[config.mk]
export PLATFORM = sky130hd
export DESIGN_NAME = tbq_ctrl
export DESIGN_NICKNAME = d
export VERILOG_FILES = /design/src/sv/tbq_pkg.sv /design/src/sv/tbq_ctrl.sv
export SDC_FILE = /design/constraint.sdc
export NUM_CORES = 1
export LEC_CHECK = 0
export ABC_CLOCK_PERIOD_IN_PS = 1450
export BUFFER_PORTS_ARGS = -buffer_cell sky130_fd_sc_hd__buf_2
export CORE_AREA = 2 2 39 41
export CTS_BUF_LIST = sky130_fd_sc_hd__clkbuf_4 sky130_fd_sc_hd__clkbuf_8
export DETAILED_ROUTE_END_ITERATION = 10
export DIE_AREA = 0 0 41 43
export PLACE_DENSITY_LB_ADDON = 0.15
export SYNTH_ARGS = -nofsm -noshare
export SYNTH_HDL_FRONTEND = slang
export SYNTH_SLANG_ARGS = --single-unit
[constraint.sdc]
create_clock -name clk_i -period 1.45 [get_ports clk_i]
set_input_delay 0 -clock clk_i [delete_from_list [all_inputs] [get_ports clk_i]]
set_output_delay 0 -clock clk_i [all_outputs]
set_load 0.005 [all_outputs]
[src/sv/tbq_pkg.sv]
// Shared types and constants of the timestamp bracket qualifier.
package tbq_pkg;

  localparam logic [63:0] NsPerSecond = 64'd1000000000;
  localparam logic [63:0] TscHzReset  = 64'd1000000000;
  localparam logic [15:0] AllowReset  = 16'd32;
  localparam logic [15:0] CountMax    = 16'hFFFF;
  localparam int unsigned DivSteps    = 64;

  typedef enum logic [0:0] {
    CFG_TSC_HZ    = 1'b0,
    CFG_ALLOWANCE = 1'b1
  } cfg_idx_e;

  typedef enum logic [1:0] {
    RSN_OK     = 2'd0,
    RSN_ORDER  = 2'd1,
    RSN_OVFL   = 2'd2,
    RSN_WINDOW = 2'd3
  } reason_e;

  typedef enum logic [2:0] {
    ST_IDLE,
    ST_PREP,
    ST_ROUND,
    ST_DIV,
    ST_JUDGE,
    ST_OUT
  } state_e;

  // controller to datapath
  typedef struct packed {
    logic take;     // latch the input word and the history
    logic prep;     // form the 128-bit product of span and one billion
    logic round;    // add hz - 1 and check the quotient range
    logic div_step; // one restoring step
    logic judge;    // decide and update statistics
  } cmd_t;

  // datapath to controller
  typedef struct packed {
    logic judged;   // the word has two earlier pairs of its batch
    logic div_last; // final division step this cycle
  } sts_t;

endpackage

[src/sv/tbq_ctrl.sv]
// Controller: sequences take, divide, judge and result delivery.
module tbq_ctrl (
  input  logic          clk_i,
  input  logic          rst_ni,
  input  logic          in_valid_i,
  output logic          in_stall_o,
  output logic          out_valid_o,
  input  logic          out_stall_i,
  output tbq_pkg::cmd_t cmd_o,
  input  tbq_pkg::sts_t sts_i
);
  import tbq_pkg::*;

  state_e state_q, state_d;

  always_comb begin
    state_d = state_q;
    unique case (state_q)
      ST_IDLE:  if (in_valid_i) state_d = ST_PREP;
      ST_PREP:  state_d = sts_i.judged ? ST_ROUND : ST_IDLE;
      ST_ROUND: state_d = ST_DIV;
      ST_DIV:   if (sts_i.div_last) state_d = ST_JUDGE;
      ST_JUDGE: state_d = ST_OUT;
      ST_OUT:   if (!out_stall_i) state_d = ST_IDLE;
      default:  state_d = ST_IDLE;
    endcase
  end

  always_comb begin
    cmd_o       = '0;
    in_stall_o  = 1'b1;
    out_valid_o = 1'b0;
    unique case (state_q)
      ST_IDLE: begin
        in_stall_o = 1'b0;
        cmd_o.take = in_valid_i;
      end
      ST_PREP:  cmd_o.prep = sts_i.judged;
      ST_ROUND: cmd_o.round = 1'b1;
      ST_DIV:   cmd_o.div_step = 1'b1;
      ST_JUDGE: cmd_o.judge = 1'b1;
      ST_OUT:   out_valid_o = 1'b1;
      default: ;
    endcase
  end

  always_ff @(posedge clk_i or negedge rst_ni) begin
    if (!rst_ni) state_q <= ST_IDLE;
    else         state_q <= state_d;
  end

endmodule

==> summary.txt, run 1 <==
Final layout
  • Footprint of the multi-input gates: 121 sq um
  • Fill count: 167
  • Fin area: 324 sq um
  • Max FFs per register: 3
  • Nets: 48
  • Top flop regs: state_q (3)
  • Diodes inserted: 0
  • Syn-to-layout area delta: 50.6%
  • Layout cells sized above 1: 0.463
  • Biggest register: state_q
  • FF/Latch Area: 75.1 sq um
  • Post-layout util: 0.234

Critical path
  • Slowest CP cell: dfrtp_1
  • Reg-to-Reg End: state_q[0]$_DFFE_PN0P_
  • CP cell instances: or3_4 > nor2_2 > buf_2
  • Buf/Inv on CP: 1
  • R2R setup slack: about 450 ps
  • Setup CP Type: reg -> out
  • Max incr delay on CP: 460 ps
  • Reg2Reg Launch Point: state_q[0]$_DFFE_PN0P_
  • Top delay family on crit path: simple AND/OR/NAND/NOR gates
  • Arr. time, crit path: about 1300 ps
  • Crit. End Element: primary output
  • Startpoint types: register
  • CP required: 1450 ps
  • CP Max Fanout: 10
  • FF-to-FF path depth: 2

Placement
  • Detailed placement HPWL: 375 microns
  • DP Area: 284 sq um
  • GP Congestion: 0.685
  • PortBufs: 12

Clock network
  • Clk_lat worst skew: 230 ps
  • Post-CTS repair timing setup buffer count: 0
  • CTS buffer count: 3
  • Hold Buf Count CTS: 1
  • Root buffer selected by CTS: clkbuf_4
  • Post-CTS Resized: 0
  • CTS Sinks: 3
  • Clock buffer depth: 2
  • # H-tree levels: 1
  • CTS tree: yes
  • Clock-pin slew on the worst setup and hold paths: about 40 ps

Logic synthesis
  • Avg Inst Size Synth: 8.61 sq um
  • Top_reg_cell synth: dfrtp_1
  • Sequential fraction of the synthesis area: 0.349
  • Synth Net Count: 31
  • Synth area leader: dfrtp_1
  • Netlist cell types: 17
  • EDFF count, synth: 0
  • Post-synth ARST share: 1.00
  • Flops & latches, synth: 3
  • Post-synth top cells: nor2_1 (4), dfrtp_1 (3), inv_1 (2), nand2b_1 (2), nor3b_1 (2)
  • Most common cell in the netlist: nor2_1
  • Synth Warn #: 0
  • Yosys top cell area share: 0.349
  • Area contributors post-synth: dfrtp_1 (35%), nor2_1 (7.0%), nor3b_1 (7.0%), nand2b_1 (5.8%), buf_6 (5.2%)
  • Synthesized instance count: 25
  • Post-Syn Area: 215 sq um

Hold path
  • Hold Startpoint: sts_i[0]
  • Worst Hold Endpoint: state_q[2]$_DFFE_PN0P_
  • Tightest Hold Check Type: in -> reg
  • Hold path depth: 3

STA
  • Clock Skew: ~0.50 ps
  • Fmax: 769 MHz
  • Hold WS: around 67 ps
  • RSZ-0062 raised after global routing: false
  • Post-layout min period: 1300 ps
  • Pins Over Slew Limit: 0
  • Final setup TNS: 0 ps
  • Worst slew pin tran: 272 ps
  • Max_slew headroom: 0.819
  • Final setup viols: 0
  • Period utilization: 0.897
  • Hold Fails Final Rpt: 0

Floorplanning
  • Die W: 41 microns
  • Core ar.: 0.00138 sq mm
  • FP Rows: 14
  • DIE AREA: 0.00176 sq mm
  • Initial Util: 0.156
  • Die height: roughly 43 microns
  • I/O Pins: 13

Global routing
  • Initial antenna violation count: 0
  • Number of global-route vias before repair: 193
  • Grt ovf: 0
  • GRT met1 Usage: 0.0939
  • Grt met2 use: 0.0813
  • First-pass GRT wire length: around 770 microns
  • Met3 track demand over resource: 0.0314
  • Most Used Layer, Global Route: met1
  • Total GRT Usage: 0.0674
  • Maximum number of pins on one net before global-route repair: 11

Drt
  • Routed via count: 211
  • Average wire per standard cell: 8.70 microns
  • Routed Antenna Nets: 0
  • DR pass1 iterations: 3
  • Drc violations: 0
  • Vias per Instance: ~3.7
  • Iter 0 DRT Violations: 4
  • Routed WL: 496 microns

Power and ir drop
  • Lkg Pwr: 0.166 nW
  • Maximum vdd drop: 459 uV
  • Pwr Total: between 600 and 700 uW
  • PD cells: 2030 mW/mm^2

Flow run
  • Max_cap viols: 0

Outcome
  • Outcome: complete, no violations
## metrics by stage
step / worst slack, ps / instances
3_5_place_dp: 383 / 52
3_3_place_gp: 403 / 52
5_1_grt: 85.6 / 57
2_1_floorplan: 490 / 25
4_1_cts: 138 / 57
6_report: 149 / 57
## cell type report
type                            instances  share of cell area
Inverter                                2              0.0232
Tap cell                               16              0.0618
Clock buffer                            4              0.0927
Timing Repair Buffer                   13               0.216
Sequential cell                         3               0.232
Multi-Input combinational cell         19               0.375
## worst max path at each step
stage                                      start       end  slack (ps)  cells after the start
after floorplan           state_q[0]$_DFFE_PN0P_  cmd_o[4]         490                      3
after global placement    state_q[0]$_DFFE_PN0P_  cmd_o[4]         400                      3
after detailed placement  state_q[0]$_DFFE_PN0P_  cmd_o[4]         380                      3
after CTS                 state_q[0]$_DFFE_PN0P_  cmd_o[4]         140                      3
after global routing      state_q[0]$_DFFE_PN0P_  cmd_o[4]          90                      3
final                     state_q[0]$_DFFE_PN0P_  cmd_o[4]         150                      3
## cell families after synthesis
logic type | after synthesis | synth area share
flops | 3 | 0.349
compound gates | 5 | 0.174
simple gates | 14 | 0.390
buf+inv | 3 | 0.0872
## power breakdown
group / switching (mW) / internal, mW / total (mW)
registers: 0.0837 / 0.124 / 0.208
clock network: 0.0389 / 0.121 / 0.160
logic: 0.116 / 0.173 / 0.289
## layer usage
layer	routed length, microns	vias to the layer above
met3	22	0
met4	0	0
met1	245	86
met2	228	8
met5	0	-
li1	-	117
## cells in the final DEF, fill, tap and decap left out, drive strengths merged
cell,count
and2,1
a21oi,1
a21boi,1
dfrtp,3
o32ai,1
dlygate4sd3,1
buf,12
nand2,1
a21bo,1
o22ai,1
nand2b,2
inv,2
or3,1
nand3b,1
nor2b,1
clkbuf,4
nor2,5
nor3b,2
## worst reg2reg max path, delay by kind of cell (launching register included)
family             cells  cell delay [ps]
DFF                    1              460
AOI/OAI and AO/OA      2              440
No activity file was read; power rests on OpenSTA's default activity.
==> run 2, diff against run 1 <==
- ABC_CLOCK_PERIOD_IN_PS: 1450 -> 1280
- BUFFER_PORTS_ARGS: -buffer_cell sky130_fd_sc_hd__buf_2 -> -buffer_cell sky130_fd_sc_hd__clkbuf_2
- clock period: 1.45 -> 1.28 ns (I/O delays scaled with it)
==> summary.txt, run 2 (same netlist as run 1, synthesis figures left out) <==
Outcome
  • Outcome: complete, no violations

Placement
  • PortBufs: 12
  • GP Congestion: 0.684
  • DP Area: about 280 sq um
  • Detailed placement HPWL: 374 microns

STA
  • Max_slew headroom: 0.850
  • RSZ-0062 raised after global routing: false
  • Pins Over Slew Limit: 0
  • Hold Fails Final Rpt: 0
  • Period utilization: 0.957
  • Final setup TNS: 0 ps
  • Clock Skew: roughly 0.77 ps
  • Worst slew pin tran: 224 ps
  • Final setup viols: 0
  • Post-layout min period: between 1000 and 1500 ps
  • Fmax: 816 MHz

Final layout
  • Nets: 50
  • Top flop regs: state_q (3)
  • Most frequent cells in the layout: clkbuf_2 (12), nor2_1 (4), clkbuf_4 (4)
  • Fill count: 160
  • Max FFs per register: 3
  • Syn-to-layout area delta: 59.3%
  • Biggest register: state_q
  • Fin area: 343 sq um
  • Layout cells sized above 1: 0.558
  • Diodes inserted: 0
  • Most common cell after layout, fill and taps aside: clkbuf_2

Floorplanning
  • FP Rows: 14
  • Initial Util: 0.156
  • DIE AREA: ~0.0018 sq mm
  • I/O Pins: 13
  • Core ar.: 0.00138 sq mm
  • Die height: approximately 43 microns
  • Die W: 41 microns

Hold path
  • Worst Hold Endpoint: state_q[1]$_DFFE_PN0P_
  • Hold path depth: 3
  • Hold Startpoint: sts_i[1]
  • Tightest Hold Check Type: in -> reg

Drt
  • DR pass1 iterations: 3
  • Routed WL: 487 microns
  • Routed Antenna Nets: 0
  • Drc violations: 0
  • Routed via count: 221
  • Average wire per standard cell: between 8 and 9 microns
  • Iter 0 DRT Violations: 4
  • Vias per Instance: 3.75

Clock network
  • Clock buffer depth: 2
  • Root buffer selected by CTS: clkbuf_4
  • Clk_lat worst skew: 230 ps
  • Clock-pin slew on the worst setup and hold paths: 40 ps
  • CTS tree: yes
  • CTS Sinks: 3
  • CTS buffer count: 3
  • # H-tree levels: 1

Power and ir drop
  • Clock Power Share: 0.227
  • Switching pwr: 280 uW
  • Seq pwr share: 0.266
  • Lkg Pwr: 0.169 nW
  • PD cells: between 2000 and 2500 mW/mm^2
  • Maximum vdd drop: ~530 uV
  • P_int: 520 uW
  • Comb pwr share: 0.507
  • Net Sw Frac: 0.350

Global routing
  • Total GRT Usage: 0.0624
  • Number of global-route vias before repair: 186
  • Maximum number of pins on one net before global-route repair: 10
  • Initial antenna violation count: 0
  • First-pass GRT wire length: 717 microns
  • Grt ovf: 0

Critical path
  • Setup CP Type: reg -> out
  • CP Max Fanout: 7
  • Crit. End Element: primary output
  • Startpoint types: register
  • Reg2Reg Launch Point: state_q[0]$_DFFE_PN0P_
  • Crit path from: state_q[1]$_DFFE_PN0P_
  • R2R setup slack: 240 ps
  • Arr. time, crit path: 1230 ps
  • FF-to-FF path depth: 3
  • CP required: between 1000 and 1500 ps
  • Reg-to-Reg End: state_q[0]$_DFFE_PN0P_

Flow run
  • Max_cap viols: 0
run 2: metrics by stage:
stage / instances / util / hold slack (ps) / power, mW / worst slack [ps]
after floorplan: 25 / - / -296 / 0.469 / 320
after global placement: 52 / 0.205 / -201 / 0.573 / 224
after detailed placement: 52 / 0.205 / -202 / 0.572 / 213
after CTS: 58 / 0.241 / 47.7 / 0.790 / 5.22
after global routing: 59 / 0.248 / 51.5 / 0.876 / 7.70
final: 59 / 0.248 / 45.7 / 0.799 / 54.5
run 2: how the worst max path moves through the flow:
| stage | to | cells after the start |
|---|---|---|
| finish | cmd_o[4] | 3 |
| global route | cmd_o[4] | 3 |
| CTS | cmd_o[4] | 3 |
| detailed placement | cmd_o[4] | 3 |
| global placement | cmd_o[4] | 3 |
| floorplan | cmd_o[4] | 3 |
run 2: layout make-up:
class	instances	area (sq um)	share of cell area
Sequential cell	3	78.8	0.230
Inverter	2	7.51	0.0219
Clock buffer	4	30.0	0.0876
Multi-Input combinational cell	19	121	0.354
Tap cell	16	20.0	0.0584
Timing Repair Buffer	15	85.1	0.248
run 2: routing by layer:
layer | GRT usage | up-vias | routed length, microns
li1 | - | 120 | -
met1 | 0.0841 | 93 | 216
met2 | 0.0750 | 8 | 232
met3 | 0.0314 | 0 | 37
met4 | 0.0400 | 0 | 0
met5 | 0 | - | 0
run 2: critical path, stage by stage (launching register included):
cell and delay (ps):
dfrtp_2 430, or3_4 380, nor2_2 80, clkbuf_2 110
run 2: power groups by stage:
stage	registers [mW]	clock network [mW]	logic (mW)
2_1_floorplan	0.188	0	0.281
3_3_place_gp	0.238	0	0.335
3_5_place_dp	0.239	0	0.333
4_1_cts	0.213	0.189	0.389
5_1_grt	0.226	0.199	0.451
6_report	0.212	0.182	0.405
run 2: repair_timing:
item | 4_1_cts | 5_1_grt
endpoints found under the hold margin | 3 | 0
hold buffers | 1 | 0
setup endpoints to repair | 1 | 1
resized for setup | 1 | 2
buffers inserted | 1 | 1
==> run 3, diff against run 2 <==
- CTS_BUF_LIST: sky130_fd_sc_hd__clkbuf_4 sky130_fd_sc_hd__clkbuf_8 -> sky130_fd_sc_hd__clkbuf_8
==> summary.txt, run 3 (same netlist as run 1, synthesis figures left out) <==
STA
  • Clock Skew: 0.172 ps
  • Worst slew pin tran: 241 ps
  • Final setup TNS: 0 ps
  • Period utilization: 0.956
  • Post-layout min period: approximately 1200 ps
  • Max_slew headroom: 0.839
  • Pins Over Slew Limit: 0
  • Fmax: roughly 820 MHz
  • Hold Fails Final Rpt: 0
  • RSZ-0062 raised after global routing: false
  • Hold WS: between 60 and 70 ps
  • Final setup viols: 0

Global routing
  • Total GRT Usage: 0.0614
  • Maximum number of pins on one net before global-route repair: 11
  • Initial antenna violation count: 0
  • First-pass GRT wire length: about 700 microns
  • Number of global-route vias before repair: roughly 180
  • Grt ovf: 0

Power and ir drop
  • Lkg Pwr: between 0.15 and 0.2 nW
  • PD cells: 2490 mW/mm^2
  • Pwr Total: 907 uW
  • Maximum vdd drop: 639 uV

Clock network
  • CTS tree: yes
  • # H-tree levels: 1
  • CTS buffer count: 3
  • Clk_lat worst skew: around 210 ps
  • CTS Sinks: 3
  • Clock buffer depth: 2
  • Root buffer selected by CTS: clkbuf_8
  • Clock-pin slew on the worst setup and hold paths: 30 ps

Final layout
  • Diodes inserted: 0
  • Most frequent cells in the layout: clkbuf_2 (12), nor2_1 (4), inv_1 (3), clkbuf_8 (3), buf_4 (3)
  • Max FFs per register: 3
  • Footprint of the multi-input gates: 121 sq um
  • Fill count: between 150 and 200
  • Syn-to-layout area delta: 69.2%
  • Layout cells sized above 1: 0.523
  • Nets: 51
  • FF/Latch Area: 77.6 sq um
  • Most common cell after layout, fill and taps aside: clkbuf_2
  • Post-layout util: 0.263
  • Top flop regs: state_q (3)
  • Biggest register: state_q

Drt
  • WL met3: 43 microns
  • Average wire per standard cell: roughly 9 microns
  • Met2 wire length: between 200 and 300 microns
  • Max Used Layer: met3
  • Routed Antenna Nets: 0
  • Met1 wire length: 235 microns
  • Routed via count: roughly 230
  • Iter 0 DRT Violations: 4
  • Drc violations: 0
  • DR pass1 iterations: 3
  • Vias per Instance: 3.78
  • Routed WL: 531 microns

Critical path
  • Startpoint types: register
  • CP required: roughly 1300 ps
  • Arr. time, crit path: 1220 ps
  • Reg-to-Reg End: state_q[0]$_DFFE_PN0P_
  • Reg2Reg Launch Point: state_q[0]$_DFFE_PN0P_
  • Crit path from: state_q[1]$_DFFE_PN0P_
  • R2R setup slack: 230 ps
  • Worst setup path endpoint: cmd_o[4]
  • Setup CP Type: reg -> out
  • Crit. End Element: primary output
  • FF-to-FF path depth: 3
  • CP Max Fanout: 8

Floorplanning
  • DIE AREA: approximately 0.0018 sq mm
  • Die height: between 40 and 50 microns
  • FP Rows: 14
  • I/O Pins: 13
  • Initial Util: 0.156
  • Die W: 41 microns
  • Core ar.: roughly 0.0014 sq mm

Placement
  • Detailed placement HPWL: between 300 and 400 microns
  • PortBufs: 12
  • GP Congestion: 0.684

Outcome
  • Outcome: complete, no violations

Hold path
  • Tightest Hold Check Type: in -> reg

Flow run
  • Max_cap viols: 0
[run 3: through the flow]
step | instance area, sq um | std cells | worst slack (ps)
final | 364 | 60 | 56.8
after global routing | 364 | 60 | 12.9
after CTS | 340 | 57 | 15.0
after detailed placement | 284 | 52 | 213
after global placement | 284 | 52 | 224
after floorplan | 215 | 25 | 320
[run 3: worst min-delay path by stage]
| stage | startpoint | end | slack [ps] | depth (start not counted) |
|---|---|---|---|---|
| 4_1_cts | sts_i[1] | state_q[1]$_DFFE_PN0P_ | 70 | 3 |
| 6_report | sts_i[1] | state_q[1]$_DFFE_PN0P_ | 60 | 3 |
| 2_1_floorplan | rst_ni | state_q[0]$_DFFE_PN0P_ | -300 | 0 |
| 3_3_place_gp | rst_ni | state_q[2]$_DFFE_PN0P_ | -200 | 1 |
| 3_5_place_dp | rst_ni | state_q[2]$_DFFE_PN0P_ | -200 | 1 |
| 5_1_grt | sts_i[0] | state_q[2]$_DFFE_PN0P_ | 80 | 3 |
[run 3: final cells by class]
type,instances,share of cell area
multi-input cells,19,0.333
repair buffers,16,0.254
flip-flops and latches,3,0.213
clock buffers,3,0.113
well taps,16,0.0550
inverters,2,0.0206
clock inverters,1,0.0103
[run 3: power breakdown]
part	internal (mW)	leakage, nW	switching (mW)
logic	0.252	0.121	0.170
registers	0.148	0.0358	0.0785
clock network	0.204	0.0269	0.0557
total	0.603	0.184	0.304
[run 3: what timing repair did]
action / 4_1_cts / 5_1_grt
resized for setup: 1 / 1
endpoints found under the setup margin: 1 / 1
hold buffers: 1 / 0
endpoints found under the hold margin: 3 / 0
buffers inserted: 0 / 3
[run 3: per-layer routing]
layer | GRT usage | vias to the layer above
met5 | 0 | -
met4 | 0.0400 | 0
met3 | 0.0314 | 0
met2 | 0.0719 | 10
met1 | 0.0841 | 96
li1 | - | 121
[run 3: critical path, stage by stage, from the launching register on]
cell and delay (ps):
dfrtp_2 440, or3_4 380, nor2_2 80, clkbuf_2 110
